<file path="config.mk">
export PLATFORM = sky130hd
export DESIGN_NAME = utf8_stream_decoder
export DESIGN_NICKNAME = d
export VERILOG_FILES = /design/src/rtl/core/u8sd_pkg.sv /design/src/rtl/core/u8sd_front.sv /design/src/rtl/core/u8sd_queue.sv /design/src/rtl/core/u8sd_back.sv /design/src/rtl/core/utf8_stream_decoder.sv
export SDC_FILE = /design/constraint.sdc
export NUM_CORES = 1
export LEC_CHECK = 0
export ABC_CLOCK_PERIOD_IN_PS = 3700
export BUFFER_PORTS_ARGS = -buffer_cell sky130_fd_sc_hd__buf_2
export CAP_MARGIN = 20
export CORE_MARGIN = 3
export CORE_UTILIZATION = 60
export DETAILED_ROUTE_END_ITERATION = 7
export PLACE_DENSITY = 0.81
export SLEW_MARGIN = 5
export SYNTH_ARGS = -nofsm -noshare
export SYNTH_HDL_FRONTEND = slang
export SYNTH_SLANG_ARGS = --single-unit
</file>
<file path="constraint.sdc">
create_clock -name clock -period 3.7 [get_ports clock]
set_input_delay 0.74 -clock clock [delete_from_list [all_inputs] [get_ports clock]]
set_output_delay 0.74 -clock clock [all_outputs]
set_load 0.02 [all_outputs]
</file>
<file path="src/rtl/core/u8sd_pkg.sv">
// Package for the byte-serial UTF-8 stream decoder.
// Holds the request, response and job types and the lead byte helpers.
// No dependencies.
package u8sd_pkg;

   localparam int unsigned QUEUE_DEPTH_DEFAULT = 4;
   localparam int unsigned JOB_SLOTS = 3;

   localparam logic [2:0] LEN_NONE = 3'd0;
   localparam logic [2:0] LEN_ONE = 3'd1;
   localparam logic [2:0] LEN_TWO = 3'd2;
   localparam logic [2:0] LEN_THREE = 3'd3;
   localparam logic [2:0] LEN_FOUR = 3'd4;

   localparam logic [7:0] ASCII_LIMIT = 8'h80;
   localparam logic [2:0] LEAD2_TAG = 3'h6;
   localparam logic [3:0] LEAD3_TAG = 4'hE;
   localparam logic [4:0] LEAD4_TAG = 5'h1E;
   localparam logic [7:0] LEAD2_MASK = 8'h1F;
   localparam logic [7:0] LEAD3_MASK = 8'h0F;
   localparam logic [7:0] LEAD4_MASK = 8'h07;
   localparam logic [7:0] CONT_MASK = 8'h3F;

   typedef struct packed {
      logic [7:0] in_byte;
      logic       end_of_buffer;
   } req_type;

   typedef struct packed {
      logic [20:0] code_point;
      logic [2:0]  byte_count;
      logic        last_of_run;
   } rsp_type;

   typedef struct packed {
      logic [20:0] code_point;
      logic [2:0]  byte_count;
   } result_type;

   typedef struct packed {
      logic [1:0]                 num;
      result_type [JOB_SLOTS-1:0] res;
   } job_type;

   function automatic logic [2:0] seq_len(input logic [7:0] c);
      logic [2:0] len;
      len = LEN_ONE;
      if (c < ASCII_LIMIT) begin
         len = LEN_ONE;
      end else if (c[7:5] == LEAD2_TAG) begin
         len = LEN_TWO;
      end else if (c[7:4] == LEAD3_TAG) begin
         len = LEN_THREE;
      end else if (c[7:3] == LEAD4_TAG) begin
         len = LEN_FOUR;
      end
      return len;
   endfunction

   function automatic logic [7:0] lead_bits(input logic [7:0] c, input logic [2:0] len);
      logic [7:0] bits;
      case (len)
         LEN_TWO: begin
            bits = c & LEAD2_MASK;
         end
         LEN_THREE: begin
            bits = c & LEAD3_MASK;
         end
         LEN_FOUR: begin
            bits = c & LEAD4_MASK;
         end
         default: begin
            bits = c;
         end
      endcase
      return bits;
   endfunction

endpackage

</file>
<file path="src/rtl/core/u8sd_front.sv">
// Front end of the UTF-8 stream decoder: accepts bytes, tracks the open
// sequence and turns each request that yields results into a job of up to three results.
// Depends on u8sd_pkg.
module u8sd_front (
   input  logic              clock,
   input  logic              reset,
   input  logic              req_valid,
   output logic              req_ready,
   input  u8sd_pkg::req_type req_data,
   input  logic              queue_full,
   output logic              push,
   output u8sd_pkg::job_type push_job
);
   import u8sd_pkg::*;

   logic [20:0] partial_ff, partial_in;
   logic [2:0]  expected_ff, expected_in;
   logic [1:0]  seen_ff, seen_in;
   logic [7:0]  held_ff [2];
   logic [7:0]  held_in [2];
   logic        accept;
   logic [7:0]  b;
   logic [2:0]  len;
   logic [2:0]  h1_len;
   logic [20:0] merged;
   job_type     job;

   assign req_ready = !queue_full;
   assign accept = req_valid && req_ready;
   assign b = req_data.in_byte;
   assign len = seq_len(b);
   assign h1_len = seq_len(held_ff[1]);
   assign merged = {partial_ff[14:0], b[5:0]};

   always_comb begin
      partial_in = partial_ff;
      expected_in = expected_ff;
      seen_in = seen_ff;
      held_in = held_ff;
      job = '0;
      if (expected_ff == LEN_NONE) begin
         if (len == LEN_ONE || req_data.end_of_buffer) begin
            job.num = 2'd1;
            job.res[0] = '{code_point: {13'd0, b}, byte_count: LEN_ONE};
         end else begin
            held_in[0] = b;
            seen_in = 2'd1;
            expected_in = len;
            partial_in = {13'd0, lead_bits(b, len)};
         end
      end else if (({1'b0, seen_ff} + 3'd1) >= expected_ff) begin
         job.num = 2'd1;
         job.res[0] = '{code_point: merged, byte_count: expected_ff};
         expected_in = LEN_NONE;
         seen_in = 2'd0;
         partial_in = '0;
      end else if (req_data.end_of_buffer) begin
         job.res[0] = '{code_point: {13'd0, held_ff[0]}, byte_count: LEN_ONE};
         if (seen_ff == 2'd1) begin
            job.num = 2'd2;
            job.res[1] = '{code_point: {13'd0, b}, byte_count: LEN_ONE};
         end else if (h1_len == LEN_TWO) begin
            job.num = 2'd2;
            job.res[1] = '{code_point: {10'd0, held_ff[1][4:0], b[5:0]},
                           byte_count: LEN_TWO};
         end else begin
            job.num = 2'd3;
            job.res[1] = '{code_point: {13'd0, held_ff[1]}, byte_count: LEN_ONE};
            job.res[2] = '{code_point: {13'd0, b}, byte_count: LEN_ONE};
         end
         expected_in = LEN_NONE;
         seen_in = 2'd0;
         partial_in = '0;
      end else begin
         if (seen_ff == 2'd1) begin
            held_in[1] = b;
         end
         seen_in = seen_ff + 2'd1;
         partial_in = merged;
      end
   end

   assign push = accept && (job.num != 2'd0);
   assign push_job = job;

   always_ff @(posedge clock) begin
      if (reset) begin
         partial_ff <= '0;
         expected_ff <= LEN_NONE;
         seen_ff <= '0;
      end else if (accept) begin
         partial_ff <= partial_in;
         expected_ff <= expected_in;
         seen_ff <= seen_in;
      end
   end

   always_ff @(posedge clock) begin
      if (accept) begin
         held_ff <= held_in;
      end
   end

endmodule

</file>
<file path="src/rtl/core/u8sd_queue.sv">
// Job queue between the front and back ends of the UTF-8 stream decoder.
// Depends on u8sd_pkg.
module u8sd_queue #(
   parameter int unsigned Depth = u8sd_pkg::QUEUE_DEPTH_DEFAULT
) (
   input  logic              clock,
   input  logic              reset,
   input  logic              push,
   input  u8sd_pkg::job_type push_job,
   output logic              full,
   input  logic              pop,
   output logic              head_valid,
   output u8sd_pkg::job_type head_job
);
   import u8sd_pkg::*;

   localparam int unsigned PtrW = (Depth > 1) ? $clog2(Depth) : 1;
   localparam int unsigned CntW = $clog2(Depth + 1);

   job_type         entries_ff [Depth];
   logic [PtrW-1:0] wr_ptr_ff, wr_ptr_in;
   logic [PtrW-1:0] rd_ptr_ff, rd_ptr_in;
   logic [CntW-1:0] count_ff, count_in;
   logic            do_pop;

   assign full = (count_ff == CntW'(Depth));
   assign head_valid = (count_ff != '0);
   assign head_job = entries_ff[rd_ptr_ff];
   assign do_pop = pop && head_valid;

   always_comb begin
      wr_ptr_in = wr_ptr_ff;
      rd_ptr_in = rd_ptr_ff;
      count_in = count_ff;
      if (push) begin
         wr_ptr_in = (wr_ptr_ff == PtrW'(Depth - 1)) ? '0 : wr_ptr_ff + 1'b1;
      end
      if (do_pop) begin
         rd_ptr_in = (rd_ptr_ff == PtrW'(Depth - 1)) ? '0 : rd_ptr_ff + 1'b1;
      end
      if (push && !do_pop) begin
         count_in = count_ff + 1'b1;
      end else if (do_pop && !push) begin
         count_in = count_ff - 1'b1;
      end
   end

   always_ff @(posedge clock) begin
      if (reset) begin
         wr_ptr_ff <= '0;
         rd_ptr_ff <= '0;
         count_ff <= '0;
      end else begin
         wr_ptr_ff <= wr_ptr_in;
         rd_ptr_ff <= rd_ptr_in;
         count_ff <= count_in;
      end
   end

   always_ff @(posedge clock) begin
      if (push) begin
         entries_ff[wr_ptr_ff] <= push_job;
      end
   end

`ifndef SYNTHESIS
   a_count_bound: assert property (@(posedge clock) disable iff (reset)
      count_ff <= CntW'(Depth))
      else $error("Job queue count exceeds its depth.");
   a_no_overflow: assert property (@(posedge clock) disable iff (reset)
      !(push && full))
      else $error("Job pushed into a full queue.");
   a_job_not_empty: assert property (@(posedge clock) disable iff (reset)
      push |-> (push_job.num != 2'd0))
      else $error("Job without results pushed into the queue.");
   a_count_tracks: assert property (@(posedge clock) disable iff (reset)
      (push && !do_pop) |=> (count_ff == $past(count_ff) + 1'b1))
      else $error("Queue count did not follow a push.");
`endif

endmodule

</file>
<file path="src/rtl/core/u8sd_back.sv">
// Back end of the UTF-8 stream decoder: walks the results of the head job
// and presents them one at a time through a registered output stage.
// Depends on u8sd_pkg.
module u8sd_back (
   input  logic              clock,
   input  logic              reset,
   input  logic              head_valid,
   input  u8sd_pkg::job_type head_job,
   output logic              pop,
   output logic              rsp_valid,
   input  logic              rsp_ready,
   output u8sd_pkg::rsp_type rsp_data
);
   import u8sd_pkg::*;

   logic [1:0] idx_ff, idx_in;
   logic       rsp_valid_ff, rsp_valid_in;
   rsp_type    rsp_data_ff, rsp_data_in;
   logic       load;
   logic       last;
   result_type cur;

   assign load = head_valid && (!rsp_valid_ff || rsp_ready);
   assign last = ((idx_ff + 2'd1) == head_job.num);
   assign cur = head_job.res[idx_ff];
   assign pop = load && last;

   always_comb begin
      idx_in = idx_ff;
      rsp_data_in = rsp_data_ff;
      rsp_valid_in = rsp_valid_ff && !rsp_ready;
      if (load) begin
         rsp_valid_in = 1'b1;
         rsp_data_in = '{code_point: cur.code_point, byte_count: cur.byte_count,
                         last_of_run: last};
         idx_in = last ? 2'd0 : idx_ff + 2'd1;
      end
   end

   always_ff @(posedge clock) begin
      if (reset) begin
         idx_ff <= '0;
         rsp_valid_ff <= 1'b0;
      end else begin
         idx_ff <= idx_in;
         rsp_valid_ff <= rsp_valid_in;
      end
   end

   always_ff @(posedge clock) begin
      rsp_data_ff <= rsp_data_in;
   end

   assign rsp_valid = rsp_valid_ff;
   assign rsp_data = rsp_data_ff;

endmodule

</file>
<file path="src/rtl/core/utf8_stream_decoder.sv">
// Top level of the byte-serial UTF-8 stream decoder.
// Instantiates u8sd_front, u8sd_queue and u8sd_back; depends on u8sd_pkg.
//
//   channel   direction  payload    handshake
//   req_      in         req_type   req_valid / req_ready
//   rsp_      out        rsp_type   rsp_valid / rsp_ready
//
// A request is taken in every cycle while the job queue has room.
// Each request gives zero to three responses, one per cycle while rsp_ready is high, so a buffer
// that ends inside a sequence gives up to three responses.
// The first response of a request passes through the job queue and then the registered output stage.
// Reset is synchronous and leaves no sequence open and the queue empty.
module utf8_stream_decoder #(
   parameter int unsigned QueueDepth = u8sd_pkg::QUEUE_DEPTH_DEFAULT
) (
   input  logic              clock,
   input  logic              reset,
   input  logic              req_valid,
   output logic              req_ready,
   input  u8sd_pkg::req_type req_data,
   output logic              rsp_valid,
   input  logic              rsp_ready,
   output u8sd_pkg::rsp_type rsp_data
);
   import u8sd_pkg::*;

   logic    queue_full;
   logic    push;
   job_type push_job;
   logic    pop;
   logic    head_valid;
   job_type head_job;

   u8sd_front u_front (
      .clock      (clock),
      .reset      (reset),
      .req_valid  (req_valid),
      .req_ready  (req_ready),
      .req_data   (req_data),
      .queue_full (queue_full),
      .push       (push),
      .push_job   (push_job)
   );

   u8sd_queue #(
      .Depth (QueueDepth)
   ) u_queue (
      .clock      (clock),
      .reset      (reset),
      .push       (push),
      .push_job   (push_job),
      .full       (queue_full),
      .pop        (pop),
      .head_valid (head_valid),
      .head_job   (head_job)
   );

   u8sd_back u_back (
      .clock      (clock),
      .reset      (reset),
      .head_valid (head_valid),
      .head_job   (head_job),
      .pop        (pop),
      .rsp_valid  (rsp_valid),
      .rsp_ready  (rsp_ready),
      .rsp_data   (rsp_data)
   );

endmodule

</file>
==> impl_metrics.env <==
export IMPL_critPathKind="reg -> reg"
export IMPL_io_buffers=39
export IMPL_antenna_found_initial=0
export IMPL_overflow=0
export IMPL_start_util_pct=62.4
export IMPL_synth_area_leaders="edfxtp_1 (66%), mux4_2 (10%), dfxtp_1 (6.1%)"
export IMPL_netlist_area_leader_share_pct=66.2
export IMPL_timing_hold_ws_ns=0.507
export IMPL_rows=47
export IMPL_dr_first_iter_drc_count=672
export IMPL_syn_inst=621
export IMPL_worstHoldPathType="reg -> reg"
export IMPL_synth_most_common_cell="edfxtp_1"
export IMPL_cp_max_fo=6
export IMPL_h_tree_depth=1
export IMPL_instances_no_fill=911
export IMPL_synth_cell_types=52
export IMPL_cpLargestDelayFamily="adder cells"
export IMPL_ir_worst_vdd_mv=0.414
export IMPL_period_share_pct=88.9
export IMPL_fmax_mhz=304
export IMPL_num_io_pins=40
export IMPL_clk_pin_slew_ns=0.06
export IMPL_viasPerCell=6.35
export IMPL_synthArstFlopShare_pct=0
export IMPL_cts_buffer_depth=3
export IMPL_drcViolationCount=0
export IMPL_syn_nets=646
export IMPL_cts_sinks=265
export IMPL_cts_root_buf="clkbuf_16"
export IMPL_drt_total_wl_mm=21.7
export IMPL_vias=5784
export IMPL_period_needed_ns=3.29
export IMPL_grt_pass1_wl_mm=34.1
export IMPL_cts_tree="yes"
export IMPL_dpl_hpwl_mm=13.3
export IMPL_synth_edf_count=233
export IMPL_slew_viol_final=0
export IMPL_startpoint_type="register"
export IMPL_hold_viol_final=0
export IMPL_synth_ff_type="edfxtp_1"
export IMPL_syn_to_final_growth_pct=13.3
export IMPL_finalSetupViolCount=0
export IMPL_p_leak_nw=4.23
export IMPL_place_area_um2=11100
export IMPL_rsz0062_at_grt="false"
export IMPL_die_y_um=139
export IMPL_grt_pass1_vias=5952
export IMPL_postCtsSetupBuffers=0
export IMPL_syn_area_um2=10600
export IMPL_gp_congestion=0.853
export IMPL_yosysWarningCount=0
export IMPL_grt_max_degree=49
export IMPL_cp_end_kind="register"
export IMPL_clock_latency_ns=0.52
export IMPL_nNetsFinal=696
export IMPL_track_usage_pct=22.7
export IMPL_dieArea_um2=19300
export IMPL_synth_seq_cells=265
export IMPL_crit_slowest_cell="fa_1"
export IMPL_dp_cells=863
export IMPL_cap_violations=0
export IMPL_arrival_ns=3.73
export IMPL_wire_per_inst_um=23.8
export IMPL_dr_pass1_iters=6
export IMPL_drive_gt1_share_pct=22.7
export IMPL_cp_startpoint="u_front.seen_ff[1]$_SDFFE_PP0P_"
export IMPL_final_area_um2=12000
export IMPL_syn_avg_cell_area_um2=17.0
export IMPL_numCtsBuffers=26
export IMPL_hold_buffers=0
export IMPL_max_slew_margin_pct=32.6
export IMPL_synth_top_area_cell="edfxtp_1"
export IMPL_finalClockSkew_ns=0.00870
export IMPL_fillers=1036
export IMPL_outcome="finished, final reports clean"
export IMPL_timing_rr_start="u_front.seen_ff[1]$_SDFFE_PP0P_"
export IMPL_antenna_left=0
export IMPL_fin_tns_setup_ns=0
export IMPL_power_mw=8.41
export IMPL_yosys_top_cells_count="edfxtp_1 (233), mux4_2 (48), nor2_1 (38)"
export IMPL_cpPeakStageDelay_ns=0.43
export IMPL_coreArea_um2=16900
export IMPL_p_per_area_nw_per_um2=703
export IMPL_path_buf_inv=3
export IMPL_worstPathCellList="inv_1 -> ha_1 -> inv_1 -> ha_1 -> nand2_1 -> o211ai_1 -> a21oi_2 -> nor2_1 -> ha_1 -> inv_1 -> fa_1 -> xor2_1 -> or3_1 -> a21oi_1"
export IMPL_diodes=0
export IMPL_synth_seq_area_share_pct=72.2
export IMPL_worst_ep_required_time_ns=4.14
export IMPL_die_x_um=139
export IMPL_max_slew_worst_pin_slew_ns=1.01
export IMPL_worstHoldStart="u_front.partial_ff[9]$_SDFFE_PP0P_"
export IMPL_cts_resized_gates=0
==> flip-flops by register name (all words and copies together) (netlist names), named ones only <==
register / flops
u_queue.entries_ff: 192
u_back.rsp_data: 25
u_front.held_ff: 16
u_front.partial_ff: 15
u_front.expected_ff: 3
u_queue.count_ff: 3
u_back.idx_ff: 2
u_front.seen_ff: 2
u_queue.rd_ptr_ff: 2
u_queue.wr_ptr_ff: 2
u_back.rsp_valid: 1
==> cells in the final DEF, fill, tap and decap left out, drive strengths merged, types with 8 or more instances in the layout <==
master,netlist,layout
mux4,48,48
ha,11,11
edfxtp,233,233
a22oi,14,14
nor2,38,38
nand3,8,8
inv,22,22
and3,27,27
a21oi,24,24
mux2i,14,14
buf,12,52
o21ai,9,9
o22ai,10,10
nor2b,16,16
dfxtp,32,32
clkbuf,18,31
nand2,24,24
clkinv,1,13
==> stage by stage <==
step	util [%]	setup slack, ns
floorplan	-	0.362
global placement	65.4	0.541
detailed placement	65.4	0.421
CTS	70.7	0.387
global route	70.7	0.191
finish	70.7	0.409
==> routing by layer <==
layer / vias to the layer above / share of wire, % / track usage [%]
li1: 2538 / - / -
met1: 2873 / 38 / 32.6
met2: 322 / 49 / 36.1
met3: 51 / 10 / 5.03
met4: 0 / 2.2 / 6.44
met5: - / 0 / 0
==> where the power goes <==
group          switching [mW]  internal (mW)
clock network            1.05           1.64
logic                    1.12          0.716
registers               0.149           3.75
==> path summary, 6_finish.rpt <==
check                                        to  slack, ns  cells after the start
max            u_queue.count_ff[2]$_SDFFE_PP0P_       0.41                     14
min          u_front.partial_ff[9]$_SDFFE_PP0P_       0.51                      2
max reg2reg    u_queue.count_ff[2]$_SDFFE_PP0P_       0.41                     14
min reg2reg  u_front.partial_ff[9]$_SDFFE_PP0P_       0.51                      2
==> layout make-up <==
cell class	count	area [um^2]	area share [%]
Multi-Input combinational cell	303	2740	22.9
Timing Repair Buffer	52	343	2.86
Clock inverter	17	181	1.51
Tap cell	220	275	2.30
Inverter	23	86.3	0.721
Clock buffer	31	711	5.93
Sequential cell	265	7640	63.8
==> worst register-to-register path, cell delays in order, from the launching register on <==
cell	delay [ns]
dfxtp_1	0.36
inv_1	0.06
ha_1	0.26
inv_1	0.06
ha_1	0.27
nand2_1	0.10
o211ai_1	0.34
a21oi_2	0.14
nor2_1	0.27
ha_1	0.25
inv_1	0.07
fa_1	0.43
xor2_1	0.18
or3_1	0.30
a21oi_1	0.14
==> cell families (layout without fill, tap and decap cells) <==
| group | count (synthesis) | count (layout) | synth area share (%) |
|---|---|---|---|
| adders and majority gates | 12 | 12 | 1.49 |
| AOI/OAI and AO/OA | 76 | 76 | 4.84 |
| and+or+nand+nor | 149 | 149 | 7.54 |
| xor gates and xnor gates | 3 | 3 | 0.249 |
| DFF | 265 | 265 | 72.2 |
| buffers and inverters | 53 | 123 | 1.95 |
| muxes | 63 | 63 | 11.7 |
(Power assumes the default switching activity.)
